`src/design/tcc_pkg.sv`:
```
// Shared constants, types and command codes for the text console engine.
`timescale 1ns / 1ps
`default_nettype none

package tcc_pkg;

   // Screen geometry
   localparam int COLUMNS       = 80;
   localparam int ROWS          = 25;
   localparam int CELL_COUNT    = ROWS * COLUMNS;
   localparam int LAST_ROW_BASE = (ROWS - 1) * COLUMNS;

   // Derived widths
   localparam int ADDR_W = $clog2(CELL_COUNT);
   localparam int CNT_W  = $clog2(CELL_COUNT + 1);
   localparam int COL_W  = $clog2(COLUMNS);
   localparam int ROW_W  = $clog2(ROWS);

   // Field widths of the stream channels
   localparam int REQ_TYPE_W  = 2;
   localparam int CHAR_W      = 8;
   localparam int REQ_ADDR_W  = 11;
   localparam int OFFSET_W    = 11;
   localparam int CELL_W      = 16;
   localparam int REQ_TDATA_W = 24;
   localparam int REQ_TUSER_W = 2;
   localparam int RSP_TDATA_W = 32;
   localparam int RSP_TUSER_W = 1;

   // Configuration port
   localparam int CSR_INDEX_W = 2;
   localparam int CSR_DATA_W  = 8;
   localparam int COLOR_W     = 4;
   localparam int ATTR_W      = 8;

   localparam logic [CSR_INDEX_W-1:0] CSR_FG_COLOR    = 2'd0;
   localparam logic [CSR_INDEX_W-1:0] CSR_BG_COLOR    = 2'd1;
   localparam logic [CSR_INDEX_W-1:0] CSR_BLANK_ATTR  = 2'd2;

   localparam logic [COLOR_W-1:0] FG_COLOR_RESET   = 4'hF;
   localparam logic [COLOR_W-1:0] BG_COLOR_RESET   = 4'h0;
   localparam logic [ATTR_W-1:0]  BLANK_ATTR_RESET = 8'h0F;

   // Request codes
   localparam logic [REQ_TYPE_W-1:0] REQ_PUT   = 2'd0;
   localparam logic [REQ_TYPE_W-1:0] REQ_CLEAR = 2'd1;
   localparam logic [REQ_TYPE_W-1:0] REQ_READ  = 2'd2;

   // Special characters
   localparam logic [CHAR_W-1:0] CH_NEWLINE   = 8'h0A;
   localparam logic [CHAR_W-1:0] CH_BACKSPACE = 8'h08;
   localparam logic [CHAR_W-1:0] CH_SPACE     = 8'h20;

   // Command queue
   localparam int QUEUE_DEPTH = 2;
   localparam int QPTR_W      = (QUEUE_DEPTH > 1) ? $clog2(QUEUE_DEPTH) : 1;
   localparam int QCNT_W      = $clog2(QUEUE_DEPTH + 1);

   typedef enum logic [2:0] {
      CMD_CHAR,
      CMD_NEWLINE,
      CMD_BACKSPACE,
      CMD_CLEAR,
      CMD_READ,
      CMD_NOP
   } cmd_kind_type;

   typedef struct packed {
      cmd_kind_type        kind;
      logic [CHAR_W-1:0]   char_code;
      logic [ADDR_W-1:0]   addr;
      logic                addr_valid;
   } cmd_type;

   typedef struct packed {
      logic [COLOR_W-1:0] fg_color;
      logic [COLOR_W-1:0] bg_color;
      logic [ATTR_W-1:0]  blank_attr;
   } cfg_type;

   typedef struct packed {
      logic init_done;
   } back_status_type;

endpackage

`default_nettype wire

```
`src/design/tcc_cmd_queue.sv`:
```
// Short command queue between the request front end and the screen back end.
`timescale 1ns / 1ps
`default_nettype none

module tcc_cmd_queue (
   input  wire logic             clock,
   input  wire logic             reset,
   input  wire logic             push,
   input  wire tcc_pkg::cmd_type cmd_in,
   input  wire logic             pop,
   output tcc_pkg::cmd_type      head,
   output logic                  empty,
   output logic                  full
);
   import tcc_pkg::*;

   cmd_type             entry_ff [QUEUE_DEPTH];
   logic [QPTR_W-1:0]   wr_ptr_ff, wr_ptr_in;
   logic [QPTR_W-1:0]   rd_ptr_ff, rd_ptr_in;
   logic [QCNT_W-1:0]   count_ff, count_in;
   logic                do_push, do_pop;

   assign empty   = (count_ff == '0);
   assign full    = (count_ff == QCNT_W'(QUEUE_DEPTH));
   assign head    = entry_ff[rd_ptr_ff];
   assign do_push = push && !full;
   assign do_pop  = pop && !empty;

   // Advance pointers and occupancy
   always_comb begin
      wr_ptr_in = wr_ptr_ff;
      rd_ptr_in = rd_ptr_ff;
      count_in  = count_ff;
      if (do_push) begin
         wr_ptr_in = (wr_ptr_ff == QPTR_W'(QUEUE_DEPTH - 1)) ? '0 : wr_ptr_ff + 1'b1;
      end
      if (do_pop) begin
         rd_ptr_in = (rd_ptr_ff == QPTR_W'(QUEUE_DEPTH - 1)) ? '0 : rd_ptr_ff + 1'b1;
      end
      if (do_push && !do_pop) begin
         count_in = count_ff + 1'b1;
      end else if (do_pop && !do_push) begin
         count_in = count_ff - 1'b1;
      end
   end

   always_ff @(posedge clock) begin
      if (reset) begin
         wr_ptr_ff <= '0;
         rd_ptr_ff <= '0;
         count_ff  <= '0;
      end else begin
         wr_ptr_ff <= wr_ptr_in;
         rd_ptr_ff <= rd_ptr_in;
         count_ff  <= count_in;
      end
   end

   // Store the pushed command
   always_ff @(posedge clock) begin
      if (do_push) begin
         entry_ff[wr_ptr_ff] <= cmd_in;
      end
   end

endmodule

`default_nettype wire

```
`config.mk`:
```
export PLATFORM = sky130hd
export DESIGN_NAME = tcc_cmd_queue
export DESIGN_NICKNAME = d
export VERILOG_FILES = /design/src/design/tcc_pkg.sv /design/src/design/tcc_cmd_queue.sv
export SDC_FILE = /design/constraint.sdc
export NUM_CORES = 1
export LEC_CHECK = 0
export BUFFER_PORTS_ARGS = -buffer_cell sky130_fd_sc_hd__buf_2
export CORE_ASPECT_RATIO = 1.5
export CORE_MARGIN = 2
export CORE_UTILIZATION = 49
export DETAILED_ROUTE_END_ITERATION = 12
export PLACE_DENSITY = 0.85
export REMOVE_ABC_BUFFERS = 1
export SYNTH_ARGS = -nofsm -noshare
export SYNTH_HDL_FRONTEND = slang
export SYNTH_SLANG_ARGS = --single-unit
```
`constraint.sdc`:
```
create_clock -name clock -period 2.3 [get_ports clock]
set_input_delay 0.115 -clock clock [delete_from_list [all_inputs] [get_ports clock]]
set_output_delay 0.115 -clock clock [all_outputs]
set_load 0.01 [all_outputs]
```
==> results of run 1 <==
[layer usage]
layer / up-vias / share of wire (%) / GRT usage [%]
li1: 515 / - / -
met1: 516 / 35 / 16.64
met2: 31 / 59 / 31.69
met3: 7 / 4.4 / 4.682
met4: 0 / 2.3 / 9.750
met5: - / 0 / 0
[cell families (layout without fill, tap and decap cells)]
family | after synthesis | in the layout | synth area share [%]
flip-flops | 51 | 51 | 79.30
multiplexers | 23 | 23 | 13.86
AND/OR/NAND/NOR | 9 | 9 | 2.479
AO/OA/AOI/OAI | 5 | 5 | 1.339
buffers and inverters | 4 | 79 | 0.9379
XOR/XNOR | 3 | 3 | 1.407
adder cells (fa/ha/maj) | 1 | 1 | 0.6697
[path summary, 6_finish.rpt]
kind	from	end	slack, ns	depth (start not counted)
setup / recovery	count_ff[0]$_SDFFE_PP0P_	count_ff[1]$_SDFFE_PP0P_	0.67	4
hold / removal	cmd_in[17]	entry_ff[1][17]$_DFFE_PP_	0.007	1
setup reg to reg	count_ff[0]$_SDFFE_PP0P_	count_ff[1]$_SDFFE_PP0P_	0.67	4
hold reg to reg	wr_ptr_ff$_SDFFE_PP0P_	wr_ptr_ff$_SDFFE_PP0P_	0.52	2
[synthesized netlist by cell type (all sizes together)]
| cell | count |
|---|---|
| nor2 | 5 |
| o21ai | 3 |
| ha | 1 |
| and2 | 1 |
| mux2 | 23 |
| inv | 2 |
| nor2b | 1 |
| xor2 | 3 |
| edfxtp | 46 |
| dfxtp | 5 |
| a21oi | 2 |
| or3 | 2 |
| buf | 2 |
[state kept, by name, indices dropped and copies added, names as in the netlist, named ones only]
name	cells
rd_ptr_ff	1
wr_ptr_ff	1
entry_ff	46
count_ff	2
[report_power, final]
group | switching (W) | total, W | internal (W)
logic | 0.000362 | 0.000697 | 0.000334
clock network | 0.000284 | 0.000529 | 0.000245
registers | 0.0000506 | 0.00122 | 0.00117
[critical path, stage by stage (launching register included)]
cell                      delay, ns
sky130_fd_sc_hd__dfxtp_1       0.38
sky130_fd_sc_hd__o21ai_0       0.34
sky130_fd_sc_hd__ha_1          0.34
sky130_fd_sc_hd__or3_1         0.36
sky130_fd_sc_hd__a21oi_1       0.14
[metrics by stage]
| stage | instance area [µm²] | power, W | utilization, % |
|---|---|---|---|
| 2_1_floorplan | 1858 | 0.001652 | - |
| 3_3_place_gp | 2190 | 0.001874 | 60.01 |
| 3_5_place_dp | 2190 | 0.001920 | 60.01 |
| 4_1_cts | 2429 | 0.002460 | 66.56 |
| 5_1_grt | 2439 | 0.002557 | 66.84 |
| 6_report | 2439 | 0.002445 | 66.84 |
[cell type report]
type,instances,area [µm²],area share [%]
multi-input combinational,41,369.1,15.14
clock inverter,2,16.27,0.6670
inverter,2,7.507,0.3079
tap,43,53.80,2.206
clock buffer,6,82.58,3.386
sequential,51,1481,60.75
timing repair buffer,69,427.9,17.55
[cell usage in the layout (no fill, tap or decap), drive strengths merged]
cell type    count
a21oi            2
and2             1
buf             54
clkbuf           6
clkinv           1
clkinvlp         1
dfxtp            5
dlygate4sd3     15
edfxtp          46
ha               1
inv              2
mux2            23
nor2             5
nor2b            1
o21ai            3
or3              2
xor2             3
[what timing repair did]
action,in CTS,in global routing
endpoints found under the hold margin,27,2
resized for setup,0,0
hold buffers,14,1
==> summary.txt, run 1 <==
Timing
  • Hold_ws: about 0.0071 ns
  • Final-report hold violation count: 0
  • Final TNS setup: 0 ns
  • Final setup violating endpoints: 0
  • Least setup slack across all paths after layout: roughly 0.67 ns
  • Maximum clock rate: around 610 MHz
  • Worst clock skew on the final layout: 0.01260 ns
  • Remaining max-slew budget at the tightest pin: 75.02%
  • Share of the clock period used by the worst path: between 70% and 80%
  • Transition at the pin with the smallest max-transition slack: roughly 0.37 ns
  • Final min period: 1.628 ns
  • Unrepaired setup endpoints after global routing: false
  • Final slew viol count: 0

Global routing
  • Total Routing Usage GR: approximately 18%
  • Pin count of the biggest net entering global routing: 24
  • Overflow left after global routing: 0
  • Global-route wire length before repair: 5078 µm
  • Via count of the first global-routing pass: 1102
  • Antenna violations before repair: 0

Clock tree
  • Buffer type at the clock tree root: sky130_fd_sc_hd__clkbuf_8
  • Clock latency on the worst-skew pair: between 0.3 and 0.4 ns
  • Longest Clk Path Bufs: 2
  • Inserted Clock Buffers: 5
  • Clock tree from TritonCTS: built
  • Post-CTS setup repair buffer count: 0
  • Clk slew on worst S/H paths: 0.09 ns
  • CTS H-tree lvls: 2
  • Clock Sink Count: roughly 50

Min path
  • Hold crit path type: in2reg

Place
  • Routability cong.: roughly 0.64
  • Count of port buffers added during placement: roughly 50
  • Pre-CTS setup slack: approximately 0.67 ns
  • Placed cells: 191
  • DP HPWL: approximately 2200 µm

Floorplan
  • Initial core utilization: 51.20%
  • Die width: 54.42 µm
  • Number of placement rows: 27
  • Total I/O pin count: 52
  • CORE AREA: around 3600 µm²
  • Vertical die dimension: around 80 µm
  • Area of the die: approximately 4300 µm²

Detailed routing
  • Wirelength, routed: around 3400 µm
  • Final antenna-violating net count: 0
  • Number of vias per cell after detailed routing: approximately 5.0
  • Number of remaining DRC errors: 0
  • Violation count after the first detailed-route iteration: 20
  • Detailed-route wire length per cell: 15.96 µm
  • Vias after detailed routing: between 1000 and 1500
  • TritonRoute pass-1 iters: 4

Worst setup path
  • Data arrival time at the worst-slack endpoint: between 1.5 and 2 ns
  • Category of the worst setup path capture point: flop
  • Critical path fanouts, max: 5
  • Type of the setup path with the least slack: reg2reg
  • Nature of the critical path startpoint: flop
  • Required time at the worst-slack endpoint: around 2.6 ns

Outcome
  • Result of the run: finished, final reports clean

Run
  • Maximum capacitance violations: 0

Cells and area
  • Diode count: 0
  • Fraction of final layout cells with drive strength greater than 1: 50.29%
  • Count of nets after finishing: roughly 200
  • # fillers: 250
  • Layout overhead on the synthesized area: 30.54%
  • Number of cells in the finished layout apart from fillers: around 210

Yosys
  • Post-synthesis cell area: roughly 1900 µm²
  • Avg Synthesized Cell Area: ~20 µm²
  • Sequential share of the synthesized area: between 70% and 80%
  • Yosys reg bits: 51
  • Number of distinct library cells after synthesis: 13
  • Count of yosys warnings during synthesis: 0
  • Top cell type's share of synthesized area: approximately 74%
  • Cell types with the largest area share after synthesis: sky130_fd_sc_hd__edfxtp_1, sky130_fd_sc_hd__mux2_2, sky130_fd_sc_hd__dfxtp_1, sky130_fd_sc_hd__xor2_1, sky130_fd_sc_hd__nor2_1
  • Syn Inst Count: between 90 and 100
  • Largest area contributor in the synthesized netlist: sky130_fd_sc_hd__edfxtp_1

Pwr
  • VDD IR max: 0.0008817 V
  • Leak: approximately 0.94 nW
  • Cell Pwr Density: ~1000 nW/µm²
(Power assumes the default switching activity.)
==> run 2: changes to the inputs <==
--- a/config.mk
+++ b/config.mk
@@ -8,9 +8,9 @@
 export BUFFER_PORTS_ARGS = -buffer_cell sky130_fd_sc_hd__buf_2
 export CORE_ASPECT_RATIO = 1.5
 export CORE_MARGIN = 2
-export CORE_UTILIZATION = 49
+export CORE_UTILIZATION = 46
 export DETAILED_ROUTE_END_ITERATION = 12
-export PLACE_DENSITY = 0.85
+export PLACE_DENSITY = 0.83
 export REMOVE_ABC_BUFFERS = 1
 export SYNTH_ARGS = -nofsm -noshare
 export SYNTH_HDL_FRONTEND = slang
==> constraint.sdc (replaced) <==
create_clock -name clock -period 1.31 [get_ports clock]
set_input_delay 0.0655 -clock clock [delete_from_list [all_inputs] [get_ports clock]]
set_output_delay 0.0655 -clock clock [all_outputs]
set_load 0.01 [all_outputs]
==> summary.txt, run 2 (synthesized netlist as in run 1, its figures left out) <==
Outcome
  • Result of the run: complete, but fails checks
  • Violations in the final reports: negative setup slack

Pwr
  • Part of the total power dissipated in sequential elements: approximately 41%
  • Leak: approximately 1.2 nW
  • Switch share: between 20 and 30%
  • Cell internal power dissipation: between 0.003 and 0.004 W
  • Total power: 0.005405 W
  • Relative contribution of the clock network to total power: 17.2%
  • VDD IR max: 0.001596 V
  • Cell Pwr Density: ~1800 nW/µm²
  • Power share of the combinational group: a little over two fifths
  • P_sw: approximately 0.0015 W

Place
  • Routability cong.: approximately 0.67
  • Count of port buffers added during placement: approximately 50
  • Placed inst area: roughly 2200 µm²
  • DP HPWL: between 2000 and 2500 µm
  • Pre-CTS setup slack: -0.2484 ns

Global routing
  • Via count of the first global-routing pass: between 1000 and 1500
  • Global-route wire length before repair: 5651 µm
  • Overflow left after global routing: 0
  • Pin count of the biggest net entering global routing: 24
  • Total Routing Usage GR: 16.93%
  • Antenna violations before repair: 0

Clock tree
  • Clock latency on the worst-skew pair: 0.29 ns
  • Inserted Clock Buffers: 5
  • Clock tree from TritonCTS: built
  • Clk slew on worst S/H paths: 0.08 ns
  • Buffer type at the clock tree root: sky130_fd_sc_hd__clkbuf_8
  • Longest Clk Path Bufs: 2
  • CTS H-tree lvls: 2
  • Clock Sink Count: between 50 and 60

Min path
  • Hold crit path type: in2reg
  • Launch instance of the worst min-delay path: push
  • Worst Hold Depth: 4
  • End point of the worst hold path: wr_ptr_ff$_SDFFE_PP0P_

Timing
  • Maximum clock rate: 690.5 MHz
  • Final TNS setup: -3.446 ns
  • Least setup slack across all paths after layout: -0.1382 ns
  • Unrepaired setup endpoints after global routing: true
  • Final-report hold violation count: 0
  • Worst clock skew on the final layout: 0.002123 ns
  • Final slew viol count: 0
  • Transition at the pin with the smallest max-transition slack: between 0.2 and 0.25 ns
  • Share of the clock period used by the worst path: 110.5%
  • Remaining max-slew budget at the tightest pin: 86.31%
  • Final setup violating endpoints: 47
  • Final min period: approximately 1.4 ns
  • Hold_ws: ~0.19 ns

Worst setup path
  • Cell breakdown of the critical path: nor2b_4 > nor2_4 > ha_4 > xor2_2 > or3_1 > a21oi_1
  • Nature of the critical path startpoint: flop
  • Worst R2R Start: count_ff[1]$_SDFFE_PP0P_
  • Worst reg2reg setup slack: -0.14 ns
  • Category of the worst setup path capture point: flop
  • Largest stage delay on the critical path: around 0.37 ns
  • Number of cells on the worst reg-to-reg path: 6
  • Data arrival time at the worst-slack endpoint: between 1.5 and 2 ns
  • Type of the setup path with the least slack: reg2reg
  • Required time at the worst-slack endpoint: approximately 1.5 ns
  • Worst R2R End: count_ff[1]$_SDFFE_PP0P_
  • Critical path buffer and inverter count: 0
  • Worst setup path startpoint: count_ff[1]$_SDFFE_PP0P_
  • Critical path's slowest cell: sky130_fd_sc_hd__dfxtp_4
  • Critical path's top delay family: simple AND/OR/NAND/NOR gates
  • Critical path fanouts, max: 4

Detailed routing
  • Number of remaining DRC errors: 0
  • Detailed-route wire length per cell: 16.70 µm
  • TritonRoute pass-1 iters: 2
  • Number of vias per cell after detailed routing: 4.919
  • Violation count after the first detailed-route iteration: 14
  • Wirelength, routed: a little under 4000 µm
  • Vias after detailed routing: ~1200
  • Final antenna-violating net count: 0

Cells and area
  • Diode count: 0
  • Number of flip-flops under the largest register name: 46
  • Layout overhead on the synthesized area: 61.29%
  • # fillers: 215
  • Commonest cells after routing, fill and taps aside: sky130_fd_sc_hd__edfxtp_1, sky130_fd_sc_hd__buf_2, sky130_fd_sc_hd__dlygate4sd3_1, sky130_fd_sc_hd__buf_6, sky130_fd_sc_hd__mux2_4
  • Cell area after layout: between 3000 and 4000 µm²
  • Most common cell after layout, fill and taps aside: sky130_fd_sc_hd__edfxtp_1
  • Fraction of final layout cells with drive strength greater than 1: about 55%
  • Count of nets after finishing: approximately 220
  • Largest registers: entry_ff (46), count_ff (2)
  • Register with the most flip-flops: entry_ff

Floorplan
  • Die width: approximately 56 µm
  • Area of the die: 4597 µm²
  • Vertical die dimension: around 82 µm
  • Initial core utilization: a little under half
  • Number of placement rows: 28
  • CORE AREA: between 3000 and 4000 µm²
  • Total I/O pin count: 52

Run
  • Maximum capacitance violations: 0
[run 2: layout make-up]
cell class / instances / area, µm² / area share (%)
Clock buffer: 8 / 100.1 / 3.322
Inverter: 2 / 7.507 / 0.2492
Multi-Input combinational cell: 41 / 500.5 / 16.61
Sequential cell: 51 / 1490 / 49.46
Tap cell: 45 / 56.30 / 1.869
Timing Repair Buffer: 88 / 858.3 / 28.49
[run 2: repair_timing]
action,4_1_cts,5_1_grt
endpoints found under the setup margin,71,71
hold buffers,24,0
cloned,1,3
endpoints found under the hold margin,51,0
pin swaps,2,1
gates resized for setup,61,8
setup buffers,3,0
[run 2: power groups by stage]
stage / Clock [W] / Combinational [W] / Sequential (W)
floorplan: 0 / 0.000687 / 0.00221
global placement: 0 / 0.00123 / 0.00214
detailed placement: 0 / 0.00129 / 0.00216
CTS: 0.000947 / 0.00204 / 0.00218
global route: 0.00101 / 0.00242 / 0.00222
finish: 0.000928 / 0.00228 / 0.00220
[run 2: worst max path at each step]
stage,endpoint,slack [ns],cells past startpoint
after floorplan,entry_ff[0][0]$_DFFE_PP_,-0.36,3
after global placement,count_ff[1]$_SDFFE_PP0P_,-0.12,5
after detailed placement,count_ff[1]$_SDFFE_PP0P_,-0.25,5
after CTS,count_ff[1]$_SDFFE_PP0P_,-0.09,6
after global routing,count_ff[1]$_SDFFE_PP0P_,-0.20,6
final,count_ff[1]$_SDFFE_PP0P_,-0.14,6
[run 2: per-stage QoR]
stage / cells / utilization, %
6_report: 235 / 76.79
3_5_place_dp: 196 / 57.08
4_1_cts: 232 / 73.82
3_3_place_gp: 196 / 57.08
5_1_grt: 235 / 76.79
2_1_floorplan: 94 / -
[run 2: routing by layer]
layer / global-route usage [%] / wire, µm
met1: 17.74 / 1392
met2: 31.29 / 2295
met3: 4.409 / 172
met4: 8.333 / 65
met5: 0 / 0
[run 2: tightest hold or removal path, delay by kind of cell]
| family | cells | cell delay [ns] |
|---|---|---|
| buf+inv | 2 | 0.14 |
| compound gates | 2 | 0.22 |
