File: config.mk
export PLATFORM = sky130hd
export DESIGN_NAME = tcc_front
export DESIGN_NICKNAME = d
export VERILOG_FILES = /design/src/design/tcc_pkg.sv /design/src/design/tcc_front.sv
export SDC_FILE = /design/constraint.sdc
export NUM_CORES = 1
export LEC_CHECK = 0
export BUFFER_PORTS_ARGS = -buffer_cell sky130_fd_sc_hd__buf_4
export CORE_AREA = 2 2 39 41
export DETAILED_ROUTE_END_ITERATION = 7
export DIE_AREA = 0 0 41 43
export PLACE_DENSITY = 0.65
export SYNTH_ARGS = -nofsm -noshare
export SYNTH_HDL_FRONTEND = slang
export SYNTH_SLANG_ARGS = --single-unit
File: constraint.sdc
create_clock -name vclk -period 0.9
set_input_delay 0 -clock vclk [all_inputs]
set_output_delay 0 -clock vclk [all_outputs]
set_load 0.01 [all_outputs]
File: src/design/tcc_pkg.sv
// Shared constants, types and command codes for the text console engine.
`timescale 1ns / 1ps
`default_nettype none

package tcc_pkg;

   // Screen geometry
   localparam int COLUMNS       = 80;
   localparam int ROWS          = 25;
   localparam int CELL_COUNT    = ROWS * COLUMNS;
   localparam int LAST_ROW_BASE = (ROWS - 1) * COLUMNS;

   // Derived widths
   localparam int ADDR_W = $clog2(CELL_COUNT);
   localparam int CNT_W  = $clog2(CELL_COUNT + 1);
   localparam int COL_W  = $clog2(COLUMNS);
   localparam int ROW_W  = $clog2(ROWS);

   // Field widths of the stream channels
   localparam int REQ_TYPE_W  = 2;
   localparam int CHAR_W      = 8;
   localparam int REQ_ADDR_W  = 11;
   localparam int OFFSET_W    = 11;
   localparam int CELL_W      = 16;
   localparam int REQ_TDATA_W = 24;
   localparam int REQ_TUSER_W = 2;
   localparam int RSP_TDATA_W = 32;
   localparam int RSP_TUSER_W = 1;

   // Configuration port
   localparam int CSR_INDEX_W = 2;
   localparam int CSR_DATA_W  = 8;
   localparam int COLOR_W     = 4;
   localparam int ATTR_W      = 8;

   localparam logic [CSR_INDEX_W-1:0] CSR_FG_COLOR    = 2'd0;
   localparam logic [CSR_INDEX_W-1:0] CSR_BG_COLOR    = 2'd1;
   localparam logic [CSR_INDEX_W-1:0] CSR_BLANK_ATTR  = 2'd2;

   localparam logic [COLOR_W-1:0] FG_COLOR_RESET   = 4'hF;
   localparam logic [COLOR_W-1:0] BG_COLOR_RESET   = 4'h0;
   localparam logic [ATTR_W-1:0]  BLANK_ATTR_RESET = 8'h0F;

   // Request codes
   localparam logic [REQ_TYPE_W-1:0] REQ_PUT   = 2'd0;
   localparam logic [REQ_TYPE_W-1:0] REQ_CLEAR = 2'd1;
   localparam logic [REQ_TYPE_W-1:0] REQ_READ  = 2'd2;

   // Special characters
   localparam logic [CHAR_W-1:0] CH_NEWLINE   = 8'h0A;
   localparam logic [CHAR_W-1:0] CH_BACKSPACE = 8'h08;
   localparam logic [CHAR_W-1:0] CH_SPACE     = 8'h20;

   // Command queue
   localparam int QUEUE_DEPTH = 2;
   localparam int QPTR_W      = (QUEUE_DEPTH > 1) ? $clog2(QUEUE_DEPTH) : 1;
   localparam int QCNT_W      = $clog2(QUEUE_DEPTH + 1);

   typedef enum logic [2:0] {
      CMD_CHAR,
      CMD_NEWLINE,
      CMD_BACKSPACE,
      CMD_CLEAR,
      CMD_READ,
      CMD_NOP
   } cmd_kind_type;

   typedef struct packed {
      cmd_kind_type        kind;
      logic [CHAR_W-1:0]   char_code;
      logic [ADDR_W-1:0]   addr;
      logic                addr_valid;
   } cmd_type;

   typedef struct packed {
      logic [COLOR_W-1:0] fg_color;
      logic [COLOR_W-1:0] bg_color;
      logic [ATTR_W-1:0]  blank_attr;
   } cfg_type;

   typedef struct packed {
      logic init_done;
   } back_status_type;

endpackage

`default_nettype wire

File: src/design/tcc_front.sv
// Request front end: accepts transactions and decodes them into queue commands.
`timescale 1ns / 1ps
`default_nettype none

module tcc_front (
   input  wire logic                              req_tvalid,
   output logic                                   req_tready,
   input  wire logic [tcc_pkg::REQ_TDATA_W-1:0]   req_tdata,
   input  wire logic [tcc_pkg::REQ_TUSER_W-1:0]   req_tuser,
   input  wire tcc_pkg::back_status_type          back_status,
   input  wire logic                              queue_full,
   output logic                                   push,
   output tcc_pkg::cmd_type                       cmd
);
   import tcc_pkg::*;

   logic [CHAR_W-1:0]     char_code;
   logic [REQ_ADDR_W-1:0] cell_address;

   assign char_code    = req_tdata[CHAR_W-1:0];
   assign cell_address = req_tdata[CHAR_W +: REQ_ADDR_W];

   // Hold off requests during the power-up blanking pass and when the queue is full
   assign req_tready = back_status.init_done && !queue_full;
   assign push       = req_tvalid && req_tready;

   // Classify the request
   always_comb begin
      cmd.char_code  = char_code;
      cmd.addr       = ADDR_W'(cell_address);
      cmd.addr_valid = (32'(cell_address) < 32'(CELL_COUNT));
      unique case (req_tuser)
         REQ_PUT: begin
            if (char_code == CH_NEWLINE) begin
               cmd.kind = CMD_NEWLINE;
            end else if (char_code == CH_BACKSPACE) begin
               cmd.kind = CMD_BACKSPACE;
            end else begin
               cmd.kind = CMD_CHAR;
            end
         end
         REQ_CLEAR: begin
            cmd.kind = CMD_CLEAR;
         end
         REQ_READ: begin
            cmd.kind = CMD_READ;
         end
         default: begin
            cmd.kind = CMD_NOP;
         end
      endcase
   end

endmodule

`default_nettype wire

==> results by group, run 1 <==
Status
  – Status: finished clean

Finish
  – CLK BUF: 0
  – Antenna Cells: 0
  – Multi-input combinational cell area: about 75 sq um
  – Fill cells: approximately 150
  – Synth-to-layout area growth: 79.23%
  – Non-filler cells, final: 67
  – Layout Nets: 82
  – Layout cells sized above 1: 0.8824
  – Reg area: 0 sq um
  – Seq cells: 0
  – Post-layout util: 0.2966
  – Post-route cell area: between 400 and 500 sq um

STA
  – Final Worst Setup Slack: approximately 0.15 ns
  – Fin Setup TNS: 0 ns
  – Hold Slack: between 0.000004 and 0.000005 ns
  – Tightest Pin Transition: between 0.2 and 0.3 ns
  – Final Hold Viols: 0
  – Worst slew margin: 0.8214
  – Crit path time final: 0.7544 ns
  – Final setup vio count: 0
  – Tcrit/Tclk final: 0.8383
  – RSZ-0062 raised after global routing: false
  – Pins Over Slew Limit: 0
  – F_max: 1.325 GHz

Floorplanning
  – Initial Util: 0.1655
  – # IOs: between 50 and 60
  – Die W: slightly above 40 microns
  – Chip height: approximately 43 microns
  – Cell row count: 14
  – Full die area: 0.001763 sq mm
  – Placeable Area: about 0.0014 sq mm

Critical path
  – Crit-path slowest cell: nor4_2
  – Critical Path Source Type: input port
  – Max incr delay on CP: 0.31 ns
  – WP buf/inv: 2
  – Crit path DAT: 0.75 ns
  – CP top delay family: simple AND/OR/NAND/NOR gates
  – Critical path required time: ~0.90 ns
  – Critical path type: input port to output port
  – Worst-path cell chain: buf_4 -> nor4_2 -> a32o_2 -> buf_4
  – CP startpoint: req_tdata[5]
  – CP dominant cell by count: buf_4
  – Worst-path fanout max: 2
  – Crit end category: output port

Yosys
  – Synth warn: 0
  – Most area-consuming cells after synthesis: buf_4, nor4b_2, nor4_2, a32o_2, a31o_2
  – Most common library cells after synthesis: buf_4, inv_1
  – Syn Inst Count: 30
  – Average size of a mapped cell: 7.632 sq um
  – Synth area leader: buf_4
  – Post-synth top area share: 0.6230
  – Part of the Yosys area used for sequential elements: 0
  – Post-synth net total: between 50 and 60
  – Mapped Area: between 200 and 250 sq um
  – Most common cell in the netlist: buf_4
  – Yosys cell types: 11

Routing
  – DRC: 0
  – DRT Wirelength: around 560 microns
  – Met3 WL: roughly 120 microns
  – Vias per std cell: 3.925
  – Detail Route Antenna Nets: 0
  – Vias: around 260
  – Wire per inst: just over 8 microns
  – Initial DRC count: 0
  – Metal2 WL: 286 microns
  – Max layer used: met3
  – Metal1 wirelength: about 150 microns
  – Drt pass-1 iters: 1

GRT
  – Vias in the first global route: 212
  – All-layer global routing usage: 0.05295
  – First-pass GRT wire length: between 700 and 800 microns
  – Total global routing overflow: 0
  – Largest net degree at the start of global routing: 4
  – Initial antenna violation count: 0

Placement
  – Routability cong.: a little under 0.6
  – IO Port Bufs: 41
  – Inst Count DP: 67
  – Setup WS pre-CTS: 0.1265 ns
  – Placed instance area: between 400 and 500 sq um

Power
  – P per Cell Area: 460.8 mW/mm^2
  – Total power draw: 0.1891 mW
  – Worst vdd ir: about 0.10 mV
  – Static Leakage: between 0.2 and 0.25 nW

Flow run
  – Max-cap violations: 0

Worst hold path
  – HP Start: req_tdata[11]
  – Hold WC Path Type: input port to output port

Clocking
  – Hold buffers post-CTS: 0
  – Setup bufs post-CTS: 0
  – Gates resized, CTS repair: 0
## logic make-up (layout without fill, tap and decap cells)
group           count (synthesis)  after routing  share of synthesized area
buf+inv                        22             43                     0.6721
simple gates                    5              5                     0.2022
compound gates                  3              3                     0.1257
## path summary, 6_finish.rpt
kind,endpoint,slack (ns),cells after the start
worst min-delay path,cmd[4],0.000004,0
worst max-delay path,cmd[21],0.15,4
## layout by cell type (no fill, tap or decap)
| cell type | instances |
|---|---|
| a31o_2 | 1 |
| a32o_2 | 1 |
| and2_1 | 1 |
| and3_1 | 1 |
| buf_4 | 41 |
| inv_1 | 2 |
| nor2b_1 | 1 |
| nor4_2 | 1 |
| nor4b_2 | 1 |
| o2111ai_1 | 1 |
## layer usage
| layer | up-vias | track usage |
|---|---|---|
| li1 | 125 | - |
| met1 | 109 | 0.04430 |
| met2 | 29 | 0.1188 |
| met3 | 0 | 0.005236 |
| met4 | 0 | 0 |
| met5 | - | 0 |
## report_power, final
group / internal, mW / switching, mW / total, mW
sequential: 0 / 0 / 0
combinational: 0.121 / 0.0685 / 0.189
clock: 0 / 0 / 0
total: 0.121 / 0.0685 / 0.189
## layout make-up
class / instances / share of cell area
multi-input combinational: 8 / 0.1829
timing repair buffer: 41 / 0.7500
inverter: 2 / 0.01829
tap: 16 / 0.04878
No activity file was read; power rests on OpenSTA's default activity.
==> run 2, diff against run 1 <==
Clock period 0.9 ns to 0.8 ns, I/O delays scaled along.
==> run 2 against run 1 <==
Net effect:
- sequential cell count is the same
- core utilization grew 0.63 points
- die area is the same
- combinational power grew 15%
- sequential share of layout area is the same
- non-clock buffer count is the same
==> results by group, run 2 (synthesis gave the netlist of run 1 again) <==
STA
  – Tcrit/Tclk final: 0.9212
  – Final setup vio count: 0 (unchanged)
  – Fin Setup TNS: 0 ns (unchanged)
  – Final Hold Viols: 0 (unchanged)
  – Hold Slack: 0.000004435 ns (unchanged)
  – RSZ-0062 raised after global routing: false (unchanged)
  – F_max: between 1 and 1.5 GHz
  – Pins Over Slew Limit: 0 (unchanged)
  – Tightest Pin Transition: 0.2434 ns (was 0.2657 ns)
  – Worst slew margin: 0.8373 (was 0.8214)
  – Final Worst Setup Slack: 0.06301 ns (was 0.1456 ns)
  – Crit path time final: roughly 0.74 ns

Placement
  – Routability cong.: 0.5838 (was 0.5839)
  – Inst Count DP: 67 (unchanged)
  – Placed instance area: 410.4 sq um (unchanged)
  – Setup WS pre-CTS: 0.02653 ns (was 0.1265 ns)
  – IO Port Bufs: 41 (unchanged)

Routing
  – DRC: 0 (unchanged)
  – DRT Wirelength: 558 microns (was 556 microns)
  – Initial DRC count: 0 (unchanged)
  – Drt pass-1 iters: 1 (unchanged)
  – Wire per inst: 8.328 microns (was 8.299 microns)
  – Detail Route Antenna Nets: 0 (unchanged)
  – Vias: 265 (was 263)
  – Vias per std cell: 3.955 (was 3.925)

Critical path
  – Critical path required time: 0.80 ns (was 0.90 ns)
  – WP buf/inv: 2 (unchanged)
  – Crit-path slowest cell: nor4b_2 (was nor4_2)
  – Worst-path cell chain: buf_4 -> nor4b_2 -> a32o_2 -> buf_4 (was buf_4 -> nor4_2 -> a32o_2 -> buf_4)
  – Crit path DAT: 0.74 ns (was 0.75 ns)
  – CP dominant cell by count: buf_4 (unchanged)
  – Crit end category: output port (unchanged)
  – Critical path type: input port to output port (unchanged)
  – Worst-path fanout max: 3 (was 2)
  – Critical Path Source Type: input port (unchanged)
  – CP top delay family: simple AND/OR/NAND/NOR gates (unchanged)
  – Max incr delay on CP: 0.30 ns (was 0.31 ns)

Floorplanning
  – Initial Util: 0.1655 (unchanged)
  – # IOs: 54 (unchanged)
  – Die W: 41 microns (unchanged)
  – Cell row count: 14 (unchanged)
  – Placeable Area: 0.001384 sq mm (unchanged)
  – Chip height: 43 microns (unchanged)
  – Full die area: 0.001763 sq mm (unchanged)

Finish
  – Most common cell after layout, fill and taps aside: buf_4 (unchanged)
  – Antenna Cells: 0 (unchanged)
  – Layout Nets: 82 (unchanged)
  – Non-filler cells, final: 67 (unchanged)
  – Fill cells: 148 (was 151)
  – Post-layout util: 0.3029 (was 0.2966)
  – Post-route cell area: 419.2 sq um (was 410.4 sq um)
  – CLK BUF: 0 (unchanged)
  – Most frequent cells in the layout: buf_4, inv_1 (unchanged)
  – Reg area: 0 sq um (unchanged)
  – Seq cells: 0 (unchanged)
  – Layout cells sized above 1: 0.8824 (unchanged)
  – Synth-to-layout area growth: 83.06% (was 79.23%)

Flow run
  – Max-cap violations: 0 (unchanged)

GRT
  – All-layer global routing usage: 0.05295 (unchanged)
  – Initial antenna violation count: 0 (unchanged)
  – Total global routing overflow: 0 (unchanged)
  – Largest net degree at the start of global routing: 4 (unchanged)
  – First-pass GRT wire length: 724 microns (unchanged)
  – Vias in the first global route: 212 (unchanged)

Power
  – Worst vdd ir: 0.1184 mV (was 0.1044 mV)
  – Total power draw: 0.2180 mW (was 0.1891 mW)
  – Static Leakage: 0.2341 nW (was 0.2326 nW)
  – P per Cell Area: 520.2 mW/mm^2 (was 460.8 mW/mm^2)

Worst hold path
  – Hold WC Path Type: input port to output port (unchanged)

Clocking
  – Hold buffers post-CTS: 0 (unchanged)
  – Gates resized, CTS repair: 0 (unchanged)
  – Setup bufs post-CTS: 0 (unchanged)

Status
  – Status: finished clean (unchanged)
## run 2: cell count changes in the layout (fill, tap and decap cells not counted)
cell    change
nor4_4      +1
nor4_2      -1
## run 2: power by group
part	internal [mW]	switching [mW]	total, mW
Sequential	0	0	0
Combinational	0.137	0.0809	0.218
Clock	0	0	0
## run 2: final cells by class
class / count / area (sq um) / area share
Tap cell: 16 / 20.02 / 0.04776
Timing Repair Buffer: 41 / 307.8 / 0.7343
Inverter: 2 / 7.507 / 0.01791
Multi-Input combinational cell: 8 / 83.83 / 0.2000
## run 2: final timing paths
kind | start | cells after the start | end
setup / recovery | req_tuser[1] | 4 | cmd[21]
hold / removal | req_tdata[11] | 0 | cmd[4]
## run 2: metal layers
layer  vias up  routed length (microns)  track usage
met5         -                        0            0
met4         0                        0            0
met3         0                      123     0.005236
met2        29                      291       0.1188
met1       111                      143      0.04430
li1        125                        -            -
==> run 3, diff against run 2 <==
Settings changed: BUFFER_PORTS_ARGS -buffer_cell sky130_fd_sc_hd__buf_4 to unset, DONT_BUFFER_PORTS set to 1, PLACE_DENSITY 0.65 to 0.3.
==> run 3 against run 2 <==
Net effect:
- maximum frequency rose by 32%
- sequential cell count did not move
- largest cell class is now multi-input gates
- cell count fell by 60%
- first-iteration DRC count did not move
==> results by group, run 3 (synthesis gave the netlist of run 1 again) <==
Floorplanning
  – Chip height: 43 microns (unchanged)
  – Placeable Area: 0.001384 sq mm (unchanged)
  – Cell row count: 14 (unchanged)
  – Full die area: 0.001763 sq mm (unchanged)
  – # IOs: 54 (unchanged)
  – Initial Util: 0.1655 (unchanged)
  – Die W: 41 microns (unchanged)

Finish
  – Post-route cell area: 110.1 sq um (was 419.2 sq um)
  – CLK BUF: 0 (unchanged)
  – Layout cells sized above 1: 0.4545 (was 0.8824)
  – Seq cells: 0 (unchanged)
  – Layout Nets: 42 (was 82)
  – Most common cell after layout, fill and taps aside: inv_1 (was buf_4)
  – Synth-to-layout area growth: -51.91% (was 83.06%)
  – Reg area: 0 sq um (unchanged)
  – Post-layout util: 0.07957 (was 0.3029)
  – Antenna Cells: 0 (unchanged)

Critical path
  – Worst-path cell chain: nor4_2 -> a32o_2 (was buf_4 -> nor4b_2 -> a32o_2 -> buf_4)
  – Crit path DAT: 0.56 ns (was 0.74 ns)
  – Crit-path slowest cell: nor4_2 (was nor4b_2)
  – CP startpoint: req_tdata[5] (was req_tuser[1])
  – Crit end category: output port (unchanged)
  – Worst-path fanout max: 2 (was 3)
  – CP top delay family: simple AND/OR/NAND/NOR gates (unchanged)
  – Critical path required time: 0.80 ns (about the same)
  – Critical path type: input port to output port (unchanged)
  – WP buf/inv: 0 (was 2)
  – Max incr delay on CP: 0.30 ns (about the same)
  – Crit path capture: cmd[21] (unchanged)
  – Critical Path Source Type: input port (unchanged)
  – Levels on crit path: 2 (was 4)

GRT
  – All-layer global routing usage: 0.03696 (was 0.05295)
  – Initial antenna violation count: 0 (unchanged)
  – Largest net degree at the start of global routing: 4 (unchanged)
  – First-pass GRT wire length: 496 microns (was 724 microns)
  – Total global routing overflow: 0 (unchanged)
  – Vias in the first global route: 130 (was 212)

Status
  – Status: finished clean (unchanged)

Power
  – Logic pwr share: 1.000 (about the same)
  – Internal: 0.01624 mW (was 0.1372 mW)
  – Clk network pwr share: 0 (about the same)
  – Sequential share of power: 0 (about the same)
  – Worst vdd ir: 0.03004 mV (was 0.1184 mV)
  – P per Cell Area: 267.5 mW/mm^2 (was 520.2 mW/mm^2)
  – Static Leakage: 0.04018 nW (was 0.2341 nW)
  – Sw Ratio: 0.4485 (was 0.3708)
  – Net switching power: 0.01321 mW (was 0.08085 mW)

Clocking
  – Hold buffers post-CTS: 0 (unchanged)
  – Setup bufs post-CTS: 0 (unchanged)
  – Gates resized, CTS repair: 0 (unchanged)

STA
  – Final Hold Viols: 0 (unchanged)
  – RSZ-0062 raised after global routing: false (unchanged)
  – Final setup vio count: 0 (unchanged)
  – Fin Setup TNS: 0 ns (unchanged)
  – Final Worst Setup Slack: 0.2419 ns (was 0.06301 ns)
  – Tcrit/Tclk final: 0.6976 (was 0.9212)
  – F_max: 1.792 GHz (was 1.357 GHz)
  – Worst slew margin: 0.7947 (was 0.8373)
  – Tightest Pin Transition: 0.3076 ns (was 0.2434 ns)
  – Crit path time final: 0.5581 ns (was 0.7370 ns)
  – Pins Over Slew Limit: 0 (unchanged)

Placement
  – Setup WS pre-CTS: 0.2366 ns (was 0.02653 ns)
  – IO Port Bufs: 0 (was 41)
  – Routability cong.: 0.4182 (was 0.5838)
  – Placed instance area: 110.1 sq um (was 410.4 sq um)

Routing
  – DRT Wirelength: 429 microns (was 558 microns)
  – Detail Route Antenna Nets: 0 (unchanged)
  – Vias: 112 (was 265)
  – Initial DRC count: 0 (unchanged)
  – Vias per std cell: 4.148 (was 3.955)
  – DRC: 0 (unchanged)
  – Wire per inst: 15.89 microns (was 8.328 microns)
  – Drt pass-1 iters: 1 (unchanged)

Worst hold path
  – Hold WC Path Type: input port to output port (unchanged)

Flow run
  – Max-cap violations: 0 (unchanged)
==> run 3: cell count changes in the layout (fill, tap and decap cells not counted) <==
cell / before / now
nor4_2: 0 / 1
nor4_4: 1 / 0
buf_4: 41 / 1
==> run 3: area by class of cell <==
class	instances	area (sq um)
Tap cell	16	20.02
Fill cell	159	1274
Inverter	2	7.507
Timing Repair Buffer	1	7.507
Multi-Input combinational cell	8	75.07
==> run 3: through the flow <==
step                total power, mW  cells  hold WS, ns
floorplan                    0.1250     30      0.05097
global placement            0.03010     27   0.00006862
detailed placement          0.02988     27   0.00006862
CTS                         0.02999     27   0.00006862
global route                0.03203     27   0.00003001
finish                      0.02946     27  0.000004036
==> run 3: how the worst min path moves through the flow <==
stage                       to    startpoint  depth (start not counted)
global route            cmd[2]  req_tdata[9]                          0
detailed placement      cmd[1]  req_tdata[8]                          0
finish                 cmd[14]  req_tdata[2]                          0
floorplan           req_tready    queue_full                          1
global placement        cmd[1]  req_tdata[8]                          0
CTS                     cmd[1]  req_tdata[8]                          0
==> run 3: power by group through the flow <==
stage                     Clock, mW  Combinational [mW]  Sequential (mW)
after floorplan                   0               0.125                0
after global placement            0              0.0301                0
after detailed placement          0              0.0299                0
after CTS                         0              0.0300                0
after global routing              0              0.0320                0
final                             0              0.0295                0
==> run 3: metal layers <==
| layer | track usage | vias up | wire length, microns |
|---|---|---|---|
| li1 | - | 43 | - |
| met1 | 0.006329 | 43 | 72 |
| met2 | 0.07813 | 26 | 238 |
| met3 | 0.03665 | 0 | 118 |
| met4 | 0.02000 | 0 | 0 |
| met5 | 0 | - | 0 |
